==> src/sv/hbd_pkg.sv <==
// ----------------------------------------------------------------------------
// hbd_pkg
// Shared constants, types and register codes for the half-band decimator.
// ----------------------------------------------------------------------------
package hbd_pkg;

    // default sample width
    localparam int DATA_WIDTH_DEF = 16;

    // filter geometry
    localparam int NTAPS  = 27;
    localparam int CENTRE = (NTAPS - 1) / 2;
    localparam int NPAIR  = (CENTRE + 1) / 2;
    localparam int NCOEF  = NPAIR + 1;

    // coefficient and configuration port widths
    localparam int COEF_W    = 16;
    localparam int CFG_IDX_W = 4;

    typedef logic signed [COEF_W-1:0] coef_t;

    // register indexes
    localparam logic [CFG_IDX_W-1:0] REG_TAP_ZERO   = 4'd0;
    localparam logic [CFG_IDX_W-1:0] REG_TAP_TWO    = 4'd1;
    localparam logic [CFG_IDX_W-1:0] REG_TAP_FOUR   = 4'd2;
    localparam logic [CFG_IDX_W-1:0] REG_TAP_SIX    = 4'd3;
    localparam logic [CFG_IDX_W-1:0] REG_TAP_EIGHT  = 4'd4;
    localparam logic [CFG_IDX_W-1:0] REG_TAP_TEN    = 4'd5;
    localparam logic [CFG_IDX_W-1:0] REG_TAP_TWELVE = 4'd6;
    localparam logic [CFG_IDX_W-1:0] REG_TAP_CENTRE = 4'd7;

    // coefficient slot positions, centre tap last
    localparam int SLOT_CENTRE = NCOEF - 1;

    // coefficient values after reset, in register order
    localparam coef_t COEF_RESET [NCOEF] = '{
        16'sd33, -16'sd158, 16'sd491, -16'sd1214,
        16'sd2674, -16'sd5942, 16'sd20503, 16'sd32767
    };

    // per-stage load enables of the result pipeline
    typedef struct packed {
        logic p1;
        logic p2;
        logic p3;
        logic p4;
        logic po;
    } stage_en_t;

endpackage

==> src/sv/hbd_delay_line.sv <==
// ----------------------------------------------------------------------------
// hbd_delay_line
// Sample delay line, decimation phase and registered pre-adds of mirror taps.
// ----------------------------------------------------------------------------
module hbd_delay_line
    import hbd_pkg::*;
#(
    parameter int DATA_WIDTH = DATA_WIDTH_DEF
)
(
    input  logic                         clk,
    input  logic                         rst_n,
    input  logic                         accept,
    input  logic signed [DATA_WIDTH-1:0] sample,
    output logic                         phase,
    output logic                         load,
    output logic signed [DATA_WIDTH:0]   pre [NCOEF]
);

    // positions 0..NTAPS-2 of the line; the last position is never read again
    logic signed [DATA_WIDTH-1:0] line_reg [NTAPS-1];
    logic                         phase_reg;
    logic signed [DATA_WIDTH:0]   pre_reg  [NCOEF];
    logic signed [DATA_WIDTH:0]   pre_next [NCOEF];
    logic signed [DATA_WIDTH-1:0] tap_next [NTAPS];

    // line contents once the current word has shifted in
    always_comb
    begin
        tap_next[0] = sample;
        for (int i = 1; i < NTAPS; i++)
        begin
            tap_next[i] = line_reg[i-1];
        end
    end

    // mirror pair pre-adds, centre tap sign extended into the last slot
    always_comb
    begin
        for (int k = 0; k < NPAIR; k++)
        begin
            pre_next[k] = (DATA_WIDTH+1)'(tap_next[2*k])
                        + (DATA_WIDTH+1)'(tap_next[NTAPS-1-2*k]);
        end
        pre_next[SLOT_CENTRE] = (DATA_WIDTH+1)'(tap_next[CENTRE]);
    end

    // shift register and phase, cleared at reset
    always_ff @(posedge clk or negedge rst_n)
    begin
        if (!rst_n)
        begin
            for (int i = 0; i < NTAPS-1; i++)
            begin
                line_reg[i] <= '0;
            end
            phase_reg <= 1'b0;
        end
        else if (accept)
        begin
            for (int i = 0; i < NTAPS-1; i++)
            begin
                line_reg[i] <= tap_next[i];
            end
            phase_reg <= ~phase_reg;
        end
    end

    // pre-add stage loads on words that give a result
    always_ff @(posedge clk)
    begin
        if (load)
        begin
            pre_reg <= pre_next;
        end
    end

    assign load  = accept & phase_reg;
    assign phase = phase_reg;
    assign pre   = pre_reg;

endmodule

==> config.mk <==
export PLATFORM = sky130hd
export DESIGN_NAME = hbd_delay_line
export DESIGN_NICKNAME = d
export VERILOG_FILES = /design/src/sv/hbd_pkg.sv /design/src/sv/hbd_delay_line.sv
export SDC_FILE = /design/constraint.sdc
export NUM_CORES = 1
export LEC_CHECK = 0
export BUFFER_PORTS_ARGS = -buffer_cell sky130_fd_sc_hd__buf_4
export CELL_PAD_IN_SITES_DETAIL_PLACEMENT = 0
export CELL_PAD_IN_SITES_GLOBAL_PLACEMENT = 2
export CORE_MARGIN = 1.5
export CORE_UTILIZATION = 40
export CTS_CLUSTER_SIZE = 20
export DETAILED_ROUTE_END_ITERATION = 16
export MAX_ROUTING_LAYER = met4
export PLACE_DENSITY_LB_ADDON = 0.2
export SLEW_MARGIN = 25
export SYNTH_ARGS = -nofsm -noshare
export SYNTH_HDL_FRONTEND = slang
export SYNTH_SLANG_ARGS = --single-unit
==> constraint.sdc <==
create_clock -name clk -period 9.06 [get_ports clk]
set_input_delay 1.359 -clock clk [delete_from_list [all_inputs] [get_ports clk]]
set_output_delay 1.359 -clock clk [all_outputs]
set_load 0.01 [all_outputs]
# Word level (Yosys, flattened, before mapping)
# Index checks and enable logic that the tools add are counted.
[totals] output_inout_bits=138 regBits=552 wordCells=44
[classes] bitwise=2 add_sub_neg=7
[op_table] operator="$add A16 B16 Y17" count=7
[op_table] operator="$and A1 B1 Y1" count=1
[op_table] operator="$not A1 Y1" count=1

# Depth between registers and ports, before layout
[logic_depth] ltp_word=1 depth_mapped=8

# Worst setup path after synthesis
# Ideal clock, no wire load.
[synth_path] path_kind="input port to output port" startpoint="input port accept" endpoint="output port load" stages=3 path_buffers=2 required_ns=7.701 arrival_ns=5.272 path_slack_ns=2.429 cell_sequence="buf_1 clkbuf_1 and2_1"
[synth_between] elab_chain_cells=1
[synth_lines] element="from (decl)" line="hbd_delay_line.sv:13" rtl="input logic accept,"
[synth_lines] element="$and A1 B1 Y1" line="hbd_delay_line.sv:78" rtl="assign load = accept & phase_reg;"
[synth_lines] element="to (decl)" line="hbd_delay_line.sv:16" rtl="output logic load,"
# No other way between the ends.

# Worst setup path in the final report
# Same ends and word-level chain as after synthesis.

==> results.md <==
* Die height at 250 µm
* Worst Skew at 0.0250 ns
* Routability Congestion at 0.822
* CTS tree: built
* R2r worst-path depth at 5
* FP Rows at 90
* Tmin final at 4.06 ns
* Clk pin slew, worst setup/hold paths at 0.06 ns
* Final Max Slew Viols at 0
* Routed WL per cell at 18.7 µm
* CP top delay family: buffers and inverters
* Max-slew headroom at 0.354
* Synthesized instance count at 1,683
* Starting DRC count in detailed routing at 748
* Deepest clock path buffer count at 3
* CP Data Arrival Time at 2.70 ns
* Dpl ws at 4.97 ns
* Post-CTS Setup Inserts at 0
* Synth warn at 0
* Die Footprint at 62,400 µm²
* Post-cts resize count at 0
* Largest net degree at the start of global routing at 145
* Critical path required time at 7.70 ns
* Die Span X at 250 µm
* Peak VDD IR at 0.186 mV
* Syn-to-layout area delta at 16.2%
* Max FFs per register at 416
* Gr usage total at 0.168
* Share of layout cells above drive strength 1 at 0.356
* Post-route ant nets at 0
* Seq/Total Area, Yosys at 0.595
* Top cells by area, synth: dfrtp_1, mux2_2, edfxtp_1
* CTS root buffer: clkbuf_16
* Final WS setup at 5.00 ns
* Post-synth EDFFs at 135
* Share of the synthesized area in the top cell type at 0.429
* IO Count at 157
* Routed wire length at 50,200 µm
* Crit path launch type: input pin
* Clock latency on the worst-skew pair at 0.62 ns
* Diode count at 0
* Port buffer count at 156
* Post-synthesis async set-or-reset flop share at 0.755
* Crit. path cell count at 3
* Leakage at 12.2 nW
* Area leader, netlist: dfrtp_1
* Htree depth at 2
* Endpoints failing setup at 0
* Hold Fails Final Rpt at 0
* Core area at 60,200 µm²
* Syn_area_per_cell at 14.5 µm²
* Synthesized Nets at 1,821
* Crit. End Element: output pin
* DR pass1 iterations at 5
* First-pass GRT wire length at 80,500 µm
* Initial antenna violation count at 1
* MaxCap Viol Count at 0
* Clock sinks at 552
* Hold_ws at 0.467 ns
* Status: complete, no violations
* Post-CTS Hold Buffers at 0
* Unrepaired setup endpoints after global routing: false
* WS Path Type: input pin to output pin
* DR vias/cell at 5.14
* Setup crit start: accept
* Post-synthesis cell type count at 62
* Nets at 1,997
* Crit share post-route at 0.448
* Critical Path Max Stage Delay at 0.60 ns
* CP cell instances: buf_8 -> and2_4 -> buf_4
* CP max FO at 83
* CTS buffer count at 59
* CP endpoint: load
* PD cells at 400 nW/µm²
* Vias in the first global route at 14,200
* Yosys reg bits at 552
* Vias post-DR at 13,800
* Fin Setup TNS at 0 ns
* Post-Syn Area at 24,400 µm²
* Fmax at 247 MHz
* Total gr overflow at 0
* Starting Density at 0.404
* RR Endpoint: pre[49]
* Dpl hpwl at 35,400 µm
* # DRC at 0
* Cell at the slowest stage of the critical path: and2_4
* Critical path buffers and inverters at 2
* Main synth FF type: dfrtp_1
* R2R setup slack at 5.79 ns
* Worst Max-Slew Pin Slew at 0.967 ns
* HP Class: flop to flop
* Worst r2r src: line_reg[163]
## cell families after synthesis
kind of cell	synth area share
muxes	0.193
xor gates and xnor gates	0.0316
adders and majority gates	0.0633
DFF	0.595
and+or+nand+nor	0.0364
AOI/OAI and AO/OA	0.0666
buffers and inverters	0.0143
## layout make-up
class                   count  area (µm²)
clock buffers              78        1590
clock inverters            34         250
fillers                  5325       31900
inverters                  38         143
multi-input cells        1039        9520
flip-flops and latches    552       14500
well taps                 782         978
repair buffers            169        1330
## Yosys cell counts (all sizes together), types with 11 or more instances
master / n
nor2: 43
dfrtp: 417
o21bai: 17
nand3: 19
and3: 11
nand2: 26
clkbuf: 52
o21ai: 39
o31ai: 13
ha: 112
mux2: 416
nand2b: 16
edfxtp: 135
a21o: 22
inv: 38
a31oi: 11
xnor2: 57
xor2: 31
nor3: 20
a21oi: 67
## through the flow
step                       util  total power [mW]  instance area [µm²]  std cells
after floorplan               -              7.46                24400       1683
after global placement    0.438              9.06                26400       2578
after detailed placement  0.438              9.13                26400       2578
after CTS                 0.469              11.5                28200       2690
after global routing      0.470              12.1                28300       2692
final                     0.470              11.3                28300       2692
## placed cells by master, fill, tap and decap left out, types with 7 or more instances in the layout
| master | count |
|---|---|
| a31oi_1 | 11 |
| nand2b_1 | 16 |
| xnor2_1 | 57 |
| o311ai_0 | 7 |
| clkinv_1 | 14 |
| a21oi_1 | 67 |
| clkinv_2 | 13 |
| o21bai_1 | 17 |
| buf_4 | 163 |
| ha_1 | 112 |
| nor2b_1 | 9 |
| nor2_1 | 43 |
| and3_1 | 11 |
| clkbuf_16 | 60 |
| clkbuf_1 | 16 |
| o31ai_1 | 12 |
| a211oi_1 | 10 |
| fa_1 | 7 |
| o21ai_0 | 39 |
| a21o_1 | 22 |
| dfrtp_1 | 417 |
| nor3_1 | 20 |
| inv_1 | 38 |
| xor2_1 | 31 |
| nand3_1 | 19 |
| edfxtp_1 | 135 |
| o21a_1 | 8 |
| mux2_2 | 416 |
| nand2_1 | 26 |
## metal layers
metal  wire length, µm  GRT usage  vias to the layer above  share of wire
met1             25000      0.241                     6963           0.50
met5                 0          -                        -              0
met2             22800      0.251                      193           0.45
met4               862     0.0383                        0          0.017
met3              1520     0.0251                       70          0.030
li1                  -          -                     6608              -
## report_power, final
group / switching [mW] / internal, mW
clock network: 0.971 / 1.32
logic: 2.27 / 2.12
registers: 0.735 / 3.92
## how the worst min path moves through the flow
stage | start | to | slack, ns | depth (start not counted)
after floorplan | line_reg[208] | pre[0] | 0.44 | 0
after global placement | line_reg[223] | pre[15] | 0.46 | 0
after detailed placement | line_reg[223] | pre[15] | 0.46 | 0
after CTS | line_reg[213] | pre[5] | 0.48 | 0
after global routing | line_reg[209] | pre[1] | 0.49 | 0
final | line_reg[223] | pre[15] | 0.47 | 0
(Power assumes the default switching activity.)
