--- config.mk ---
export PLATFORM = sky130hd
export DESIGN_NAME = hbd_coef_regs
export DESIGN_NICKNAME = d
export VERILOG_FILES = /design/src/sv/hbd_pkg.sv /design/src/sv/hbd_coef_regs.sv
export SDC_FILE = /design/constraint.sdc
export NUM_CORES = 1
export LEC_CHECK = 0
export BUFFER_PORTS_ARGS = -buffer_cell sky130_fd_sc_hd__clkbuf_2
export CORE_UTILIZATION = 30
export CTS_CLUSTER_DIAMETER = 120
export DETAILED_ROUTE_END_ITERATION = 8
export GPL_TIMING_DRIVEN = 0
export PLACE_DENSITY = 0.53
export SLEW_MARGIN = 20
export SYNTH_ARGS = -nofsm -noshare
export SYNTH_HDL_FRONTEND = slang
export SYNTH_SLANG_ARGS = --single-unit
--- constraint.sdc ---
create_clock -name clk -period 1.5 [get_ports clk]
set_input_delay 0.3 -clock clk [delete_from_list [all_inputs] [get_ports clk]]
set_output_delay 0.3 -clock clk [all_outputs]
set_load 0.005 [all_outputs]
--- src/sv/hbd_pkg.sv ---
// ----------------------------------------------------------------------------
// hbd_pkg
// Shared constants, types and register codes for the half-band decimator.
// ----------------------------------------------------------------------------
package hbd_pkg;

    // default sample width
    localparam int DATA_WIDTH_DEF = 16;

    // filter geometry
    localparam int NTAPS  = 27;
    localparam int CENTRE = (NTAPS - 1) / 2;
    localparam int NPAIR  = (CENTRE + 1) / 2;
    localparam int NCOEF  = NPAIR + 1;

    // coefficient and configuration port widths
    localparam int COEF_W    = 16;
    localparam int CFG_IDX_W = 4;

    typedef logic signed [COEF_W-1:0] coef_t;

    // register indexes
    localparam logic [CFG_IDX_W-1:0] REG_TAP_ZERO   = 4'd0;
    localparam logic [CFG_IDX_W-1:0] REG_TAP_TWO    = 4'd1;
    localparam logic [CFG_IDX_W-1:0] REG_TAP_FOUR   = 4'd2;
    localparam logic [CFG_IDX_W-1:0] REG_TAP_SIX    = 4'd3;
    localparam logic [CFG_IDX_W-1:0] REG_TAP_EIGHT  = 4'd4;
    localparam logic [CFG_IDX_W-1:0] REG_TAP_TEN    = 4'd5;
    localparam logic [CFG_IDX_W-1:0] REG_TAP_TWELVE = 4'd6;
    localparam logic [CFG_IDX_W-1:0] REG_TAP_CENTRE = 4'd7;

    // coefficient slot positions, centre tap last
    localparam int SLOT_CENTRE = NCOEF - 1;

    // coefficient values after reset, in register order
    localparam coef_t COEF_RESET [NCOEF] = '{
        16'sd33, -16'sd158, 16'sd491, -16'sd1214,
        16'sd2674, -16'sd5942, 16'sd20503, 16'sd32767
    };

    // per-stage load enables of the result pipeline
    typedef struct packed {
        logic p1;
        logic p2;
        logic p3;
        logic p4;
        logic po;
    } stage_en_t;

endpackage

--- src/sv/hbd_coef_regs.sv ---
// ----------------------------------------------------------------------------
// hbd_coef_regs
// Coefficient register file written through the configuration port.
// ----------------------------------------------------------------------------
module hbd_coef_regs
    import hbd_pkg::*;
(
    input  logic                 clk,
    input  logic                 rst_n,
    input  logic                 cfg_wr_en,
    input  logic [CFG_IDX_W-1:0] cfg_index,
    input  logic [COEF_W-1:0]    cfg_data,
    output coef_t                coefs [NCOEF]
);

    coef_t coef_reg [NCOEF];

    // register writes, unknown indexes dropped
    always_ff @(posedge clk or negedge rst_n)
    begin
        if (!rst_n)
        begin
            for (int k = 0; k < NCOEF; k++)
            begin
                coef_reg[k] <= COEF_RESET[k];
            end
        end
        else if (cfg_wr_en)
        begin
            case (cfg_index)
                REG_TAP_ZERO:   coef_reg[0] <= $signed(cfg_data);
                REG_TAP_TWO:    coef_reg[1] <= $signed(cfg_data);
                REG_TAP_FOUR:   coef_reg[2] <= $signed(cfg_data);
                REG_TAP_SIX:    coef_reg[3] <= $signed(cfg_data);
                REG_TAP_EIGHT:  coef_reg[4] <= $signed(cfg_data);
                REG_TAP_TEN:    coef_reg[5] <= $signed(cfg_data);
                REG_TAP_TWELVE: coef_reg[6] <= $signed(cfg_data);
                REG_TAP_CENTRE: coef_reg[SLOT_CENTRE] <= $signed(cfg_data);
                default:        ;
            endcase
        end
    end

    assign coefs = coef_reg;

endmodule

==> Yosys cells after proc, flatten, opt, wreduce, memory -nomap -nowiden <==
Index checks and enable logic that the tools add are counted.
{ "op_classes": {"n_eq_ne": 7, "n_reduce_logical": 9} }
{ "ops": {"columns": ["op", "n"], "rows": [
  ["$eq 4x3->1 const B", 4],
  ["$reduce_and 2->1", 8],
  ["$eq 4x2->1 const B", 2],
  ["$eq 4x1->1 const B", 1],
  ["$logic_not 4->1", 1]
]} }
{ "word_totals": {"output_inout_bits": 128, "reg_bits": 128, "inputBits": 23, "word_cells": 24} }

==> Depth between registers and ports, before layout <==
Gate-level depths: netlist of run 1.
{ "logic_depth": {"depth_word": 2, "ltp_mapped": 6, "mapped_depth_nobuf": 3} }

==> Least setup slack after synthesis of run 1 <==
No wires, ideal clock.
{ "synth_timing": {"path_type": "in2reg", "from": "input cfg_index[3]", "to": "register coef_reg, in the netlist coefs[69]", "setup_time_ns": 0.125, "required_ns": 1.375, "arrival_time_ns": 1.404, "n_path_buf": 2, "stages": 5, "path_slack_ns": -0.029, "cell_sequence": "nor3b_4 and3_2 buf_6 buf_12 mux2_2"} }
{ "synth_via": {"elab_chain_len": 2} }
{ "synth_lines": {"columns": ["item", "line_no", "text"], "rows": [
  ["from (decl)", "hbd_coef_regs.sv:11", "input logic [CFG_IDX_W-1:0] cfg_index,"],
  ["$eq 4x2->1", "hbd_coef_regs.sv:30", "case (cfg_index)"],
  ["$reduce_and 2->1 (no line)", null, null],
  ["to (signal, indexed assignment)", "hbd_coef_regs.sv:25", "coef_reg[k] <= COEF_RESET[k];"],
  ["to (signal, indexed assignment)", "hbd_coef_regs.sv:38", "REG_TAP_CENTRE: coef_reg[SLOT_CENTRE] <= $signed(cfg_data);"],
  ["to (decl)", "hbd_coef_regs.sv:16", "coef_t coef_reg [NCOEF];"]
]} }
Every way passes these cells.
A chain may end at the register's enable or synchronous reset.

==> Worst setup path in the final report of run 1 <==
{ "layout_timing": {"from": "input cfg_index[3]", "to": "register coef_reg, in the netlist coefs[61]"} }
{ "layout_via": {"elab_chain_len": 2} }
{ "layout_lines": {"columns": ["item", "line_no"], "rows": [
  ["$eq 4x3->1", "hbd_coef_regs.sv:30"],
  ["$reduce_and 2->1 (no line)", null]
]} }
Every way passes these cells.

==> summary.txt, run 1 <==
Synth
  • Cell with the most instances after synthesis: mux2_2
  • Mapped Avg Cell Area: 17.8 um2
  • Yosys cell types: 17
  • Post-synthesis sequential area ratio: 0.660
  • Post-synth EDFFs: 0
  • Synth Cell Area: 4970 um2
  • Yosys top cell by area: dfstp_2
  • Post-Synthesis Cells: 280
  • #FFs+latches synth: 128
  • Async SR Flop Fraction: 1.00
  • Synth top area share: 0.338
  • Syn nets: 303
  • Top FF cell, synth: dfstp_2
  • Synth cell count leaders: 125 x mux2_2, 64 x dfrtp_1, 64 x dfstp_2
  • Synth warn: 0
  • Synth top area cells: dfstp_2 34%, dfrtp_1 32%, mux2_2 28%, nand3b_4 1.2%, nor3b_4 1.1%

Hold path
  • Hold path cells: 2
  • WHS Endpoint: coefs[123]$_DFFE_PN0P_
  • Min-delay src: cfg_data[11]
  • Hold crit path type: input port to flop

Global route
  • Antenna violations before repair: 0
  • First-pass GRT wire length: 18.0 mm
  • All-layer global routing usage: 0.149
  • Pin count of the biggest net entering global routing: 85
  • Overflow after GRT: 0
  • Vias in the first global route: 3078

Drt
  • Via/cell ratio: 4.38
  • DRC viols: 0
  • Vias: 2983
  • DR iter-0 viols: 73
  • ANT nets after route: 0
  • Avg WL per Cell: 17.4 um
  • WL final: 11.9 mm
  • Drt pass-1 iters: 2

Timing
  • Max-slew violation count: 0
  • Final TNS setup: 0 ps
  • Setup violators final: 0
  • Clock Skew: 0 ps
  • Tcrit/Tclk final: 0.939
  • Relative slew slack: 0.723
  • RSZ-0062 raised after global routing: false
  • Tmin final: 1410 ps
  • Final hold viol count: 0
  • Tightest Pin Transition: 415 ps
  • Maximum clock rate: 710 MHz

Run status
  • Status: completed

Clock network
  • Clock Sink Count: 128
  • H-Tree Depth: 4
  • TritonCTS buffer count: 17
  • CTS tree: built
  • Worst skew pair latency: 410 ps
  • Clock root buffer: clkbuf_16
  • Clock transition at the registers of the reported paths: 60 ps
  • # resized after CTS: 0
  • CTS Buffer Depth: 2

Floorplan
  • Cell row count: 46
  • Core area: 16100 um2
  • Die ar.: 17100 um2
  • I/O pin count: 151
  • Die width: 131 um
  • Die height: 131 um
  • Initial core utilization: 0.310

Worst setup path
  • Max stage delay cell, worst path: buf_2
  • CP arrival: 1710 ps
  • Worst path cell trace: clkbuf_2 -> nand3b_4 -> nand2b_1 -> buf_2 -> buf_2 -> mux2_2
  • Setup CP Type: input port to flop
  • Setup slack, reg-to-reg: 710 ps
  • Critical Path Max Stage Delay: 390 ps
  • Data required, critical path: 1800 ps
  • Startpoint Class: input port
  • R2R cell count: 1
  • Reg-to-Reg End: coefs[62]$_DFFE_PN0P_
  • Crit end category: flop
  • Critical Path Most Common Cell: buf_2
  • Worst R2R Start: coefs[62]$_DFFE_PN0P_
  • Crit path max fanout: 10

Final layout
  • Layout cells sized above 1: 0.847
  • Largest register FFs: 128
  • Area growth syn-to-layout: 33.9%
  • Finished Layout Cells: 681
  • Fillcell total: 1517
  • # diodes: 0
  • Design Area, Final: 6660 um2
  • Layout Utilization: 0.415
  • Final Net Count: 475

Job
  • Max-cap violations: 0

Pwr
  • Pleak: 3.11 nW
  • Worst IR drop on VDD: 813 uV
  • Cell Pwr Density: 1650 nW/um2

Placed design
  • Placed insts: 645
  • GPL Wtd Cong: 0.689
  • Port bufs: 148
  • Placed Instance Area: 6040 um2
  • Dpl hpwl: 8.04 mm
metal layers:
layer / vias up / wire (um) / global-route usage
met5: - / 0 / 0
met3: 12 / 1000 / 0.0656
met2: 108 / 5590 / 0.234
met4: 0 / 142 / 0.0568
li1: 1349 / - / -
met1: 1514 / 5140 / 0.179
area by class of cell:
cell class	instances	area [um2]	share of cell area
flip-flops and latches	128	3280	0.493
multi-input cells	140	1610	0.241
repair buffers	153	810	0.122
clock buffers	19	453	0.0680
well taps	216	270	0.0406
clock inverters	13	136	0.0205
plain buffers	12	100	0.0150
critical path, delay by kind of cell:
kind	cells	cell delay, ps
buffers and inverters	3	720
muxes	1	380
and+or+nand+nor	2	300
how the worst max path moves through the flow:
stage            startpoint  slack [ps]                    end  cells past startpoint
6_report       cfg_index[3]          90  coefs[61]$_DFFE_PN0P_                      6
4_1_cts        cfg_index[3]           8  coefs[29]$_DFFE_PN0P_                      5
3_3_place_gp          rst_n       -1800  coefs[95]$_DFFE_PN0P_                      1
5_1_grt        cfg_index[3]          50  coefs[58]$_DFFE_PN0P_                      6
2_1_floorplan  cfg_index[2]         -20  coefs[69]$_DFFE_PN0P_                      5
3_5_place_dp   cfg_index[3]        -490  coefs[40]$_DFFE_PN0P_                      5
timing repair:
| action | in CTS | in global routing |
|---|---|---|
| cloned | 0 | 0 |
| endpoints found under the hold margin | 21 | 0 |
| pin swaps | 1 | 1 |
| hold buffers | 1 | 0 |
| setup buffers | 1 | 2 |
| setup endpoints to repair | 8 | 6 |
stage by stage:
step / power [mW] / worst slack [ps] / hold WS, ps
floorplan: 5.82 / -20.3 / 4.41
global placement: 6.96 / -1800 / 477
detailed placement: 7.03 / -486 / 257
CTS: 11.2 / 8.33 / 208
global route: 11.6 / 51.4 / 220
finish: 11.0 / 91.3 / 228
kinds of logic (layout without fill, tap and decap cells):
kind of cell | Yosys count | count (layout) | share of synthesized area
mux | 128 | 128 | 0.290
flops | 128 | 128 | 0.660
simple gates | 12 | 12 | 0.0302
buf+inv | 12 | 197 | 0.0201
placed cells by master, fill, tap and decap left out, types with 2 or more instances in the layout:
cell type     n
dfrtp_1      64
bufinv_16     2
inv_6         2
clkinvlp_4    4
mux2_2      122
mux2_4        3
nor3b_4       3
buf_2         3
nand3b_4      3
buf_4         8
mux2_1        3
clkbuf_8      3
clkbuf_16    17
clkinv_2      4
buf_6         2
dfstp_2      64
clkbuf_2    148
report_power, final:
group	switching [mW]	internal, mW
registers	0.412	4.55
logic	0.808	1.16
clock network	1.54	2.53
total	2.76	8.24
Power figures use the tool's default switching activity.
==> inputs of run 2 (changes only) <==
RECOVER_POWER = 25   (was default)
==> summary.txt, run 2 (same netlist as run 1, synthesis figures left out) <==
Timing
  • Tmin final: 1390 ps (was 1410 ps)
  • Tcrit/Tclk final: 0.927 (was 0.939)
  • Final hold viol count: 0 (unchanged)
  • Maximum clock rate: 719 MHz (was 710 MHz)
  • RSZ-0062 raised after global routing: false (unchanged)
  • Setup violators final: 0 (unchanged)
  • Clock Skew: 0 ps (unchanged)
  • Tightest Pin Transition: 614 ps (was 415 ps)
  • Relative slew slack: 0.590 (was 0.723)
  • Max-slew violation count: 0 (unchanged)
  • Slack of the critical path: 109 ps (was 91.3 ps)

Floorplan
  • I/O pin count: 151 (unchanged)
  • Die height: 131 um (unchanged)
  • Cell row count: 46 (unchanged)
  • Die width: 131 um (unchanged)
  • Die ar.: 17100 um2 (unchanged)
  • Initial core utilization: 0.310 (unchanged)
  • Core area: 16100 um2 (unchanged)

Hold path
  • Hold path cells: 2 (unchanged)
  • Hold crit path type: input port to flop (unchanged)
  • WHS Endpoint: coefs[123]$_DFFE_PN0P_ (unchanged)
  • Min-delay src: cfg_data[11] (unchanged)

Pwr
  • Switch Pwr: 2.76 mW (about the same)
  • Net Sw Frac: 0.251 (about the same)
  • Worst IR drop on VDD: 816 uV (was 813 uV)
  • Flop pwr share: 0.451 (about the same)
  • Cell Pwr Density: 1660 nW/um2 (was 1650 nW/um2)
  • P_int: 8.23 mW (was 8.24 mW)
  • Overall power: 11.0 mW (about the same)
  • Clock network fraction of total power: 0.370 (about the same)
  • Comb power frac: 0.178 (was 0.179)
  • Pleak: 3.08 nW (was 3.11 nW)

Drt
  • DRC viols: 0 (unchanged)
  • Drt pass-1 iters: 4 (was 2)
  • Vias: 2984 (was 2983)
  • ANT nets after route: 0 (unchanged)
  • Via/cell ratio: 4.38 (about the same)
  • DR iter-0 viols: 68 (was 73)
  • WL final: 11.9 mm (about the same)
  • Avg WL per Cell: 17.5 um (was 17.4 um)

Global route
  • Pin count of the biggest net entering global routing: 85 (unchanged)
  • Overflow after GRT: 0 (unchanged)
  • Vias in the first global route: 3078 (unchanged)
  • All-layer global routing usage: 0.149 (unchanged)
  • First-pass GRT wire length: 18.0 mm (unchanged)
  • Antenna violations before repair: 0 (unchanged)

Final layout
  • Final Net Count: 475 (unchanged)
  • Commonest non-fill, non-tap cell in the layout: clkbuf_2 (unchanged)
  • Commonest non-fill, non-tap cells in the layout: 148 x clkbuf_2, 122 x mux2_2, 64 x dfstp_2, 64 x dfrtp_1, 17 x clkbuf_16 (unchanged)
  • Area growth syn-to-layout: 33.1% (was 33.9%)
  • Layout cells sized above 1: 0.837 (was 0.847)
  • # diodes: 0 (unchanged)
  • Largest register FFs: 128 (unchanged)

Clock network
  • Clock transition at the registers of the reported paths: 60 ps (about the same)
  • CTS tree: built (unchanged)
  • Clock root buffer: clkbuf_16 (unchanged)
  • TritonCTS buffer count: 17 (unchanged)
  • H-Tree Depth: 4 (unchanged)
  • CTS Buffer Depth: 2 (unchanged)
  • Worst skew pair latency: 410 ps (about the same)
  • Clock Sink Count: 128 (unchanged)

Worst setup path
  • Reg-to-Reg End: coefs[100]$_DFFE_PN0P_ (was coefs[62]$_DFFE_PN0P_)
  • CP arrival: 1690 ps (was 1710 ps)
  • Crit path max fanout: 10 (unchanged)
  • Worst R2R Start: coefs[100]$_DFFE_PN0P_ (was coefs[62]$_DFFE_PN0P_)
  • R2R cell count: 1 (unchanged)
  • Setup CP Type: input port to flop (unchanged)
  • Startpoint Class: input port (unchanged)
  • Setup slack, reg-to-reg: 710 ps (about the same)
  • Data required, critical path: 1800 ps (about the same)
  • Crit end category: flop (unchanged)

Run status
  • Status: completed (unchanged)

Placed design
  • Port bufs: 148 (unchanged)
  • GPL Wtd Cong: 0.689 (unchanged)
  • Dpl hpwl: 8.04 mm (unchanged)
  • Post-Place Setup Slack: -486 ps (unchanged)

Job
  • Max-cap violations: 0 (unchanged)
run 2: routing by layer:
layer / GRT usage / share of wire / up-vias / routed length [um]
met5: 0 / 0 / - / 0
met4: 0.0568 / 0.012 / 0 / 144
met3: 0.0656 / 0.084 / 12 / 1000
met2: 0.234 / 0.48 / 108 / 5670
met1: 0.179 / 0.43 / 1512 / 5080
li1: - / - / 1352 / -
run 2: power groups by stage:
| stage | Combinational [mW] | Sequential, mW | Clock (mW) |
|---|---|---|---|
| 2_1_floorplan | 0.778 | 5.05 | 0 |
| 3_3_place_gp | 1.98 | 4.98 | 0 |
| 3_5_place_dp | 2.01 | 5.02 | 0 |
| 4_1_cts | 2.02 | 4.97 | 4.19 |
| 5_1_grt | 2.19 | 5.08 | 4.36 |
| 6_report | 1.96 | 4.96 | 4.07 |
run 2: worst max-delay path, cell delays in order:
cell      delay, ps
clkbuf_2        120
nand3b_4        170
nand2b_1        120
buf_2           210
buf_2           390
mux2_2          380
run 2: how the worst max path moves through the flow:
stage / from / end / slack, ps / cells after the start
2_1_floorplan: cfg_index[2] / coefs[69]$_DFFE_PN0P_ / -20 / 5
3_3_place_gp: rst_n / coefs[95]$_DFFE_PN0P_ / -1800 / 1
3_5_place_dp: cfg_index[3] / coefs[40]$_DFFE_PN0P_ / -490 / 5
4_1_cts: cfg_index[3] / coefs[29]$_DFFE_PN0P_ / 8 / 5
5_1_grt: rst_n / coefs[61]$_DFFE_PN0P_ / 40 / 3
6_report: cfg_index[3] / coefs[61]$_DFFE_PN0P_ / 110 / 6
run 2: final cells by class:
cell class / count / area [um2]
Timing Repair Buffer: 153 / 785
Clock inverter: 13 / 136
Tap cell: 216 / 270
Buffer: 12 / 97.6
Multi-Input combinational cell: 140 / 1600
Clock buffer: 19 / 453
Fill cell: 1525 / 9440
Sequential cell: 128 / 3280
run 2: repair_timing:
item,in CTS,in global routing
hold buffers,1,0
setup buffers,1,2
gates resized for setup,0,0
endpoints found under the setup margin,8,6
endpoints found under the hold margin,21,0
pin swaps,1,1
run 2: stage by stage:
step,utilization,cells,hold WS (ps),TNS [ps],instance area [um2]
after floorplan,-,280,4.41,-141,4990
after global placement,0.374,644,477,-202110,6000
after detailed placement,0.376,645,257,-25970,6040
after CTS,0.414,679,208,0,6640
after global routing,0.412,681,220,0,6620
final,0.412,681,228,0,6620
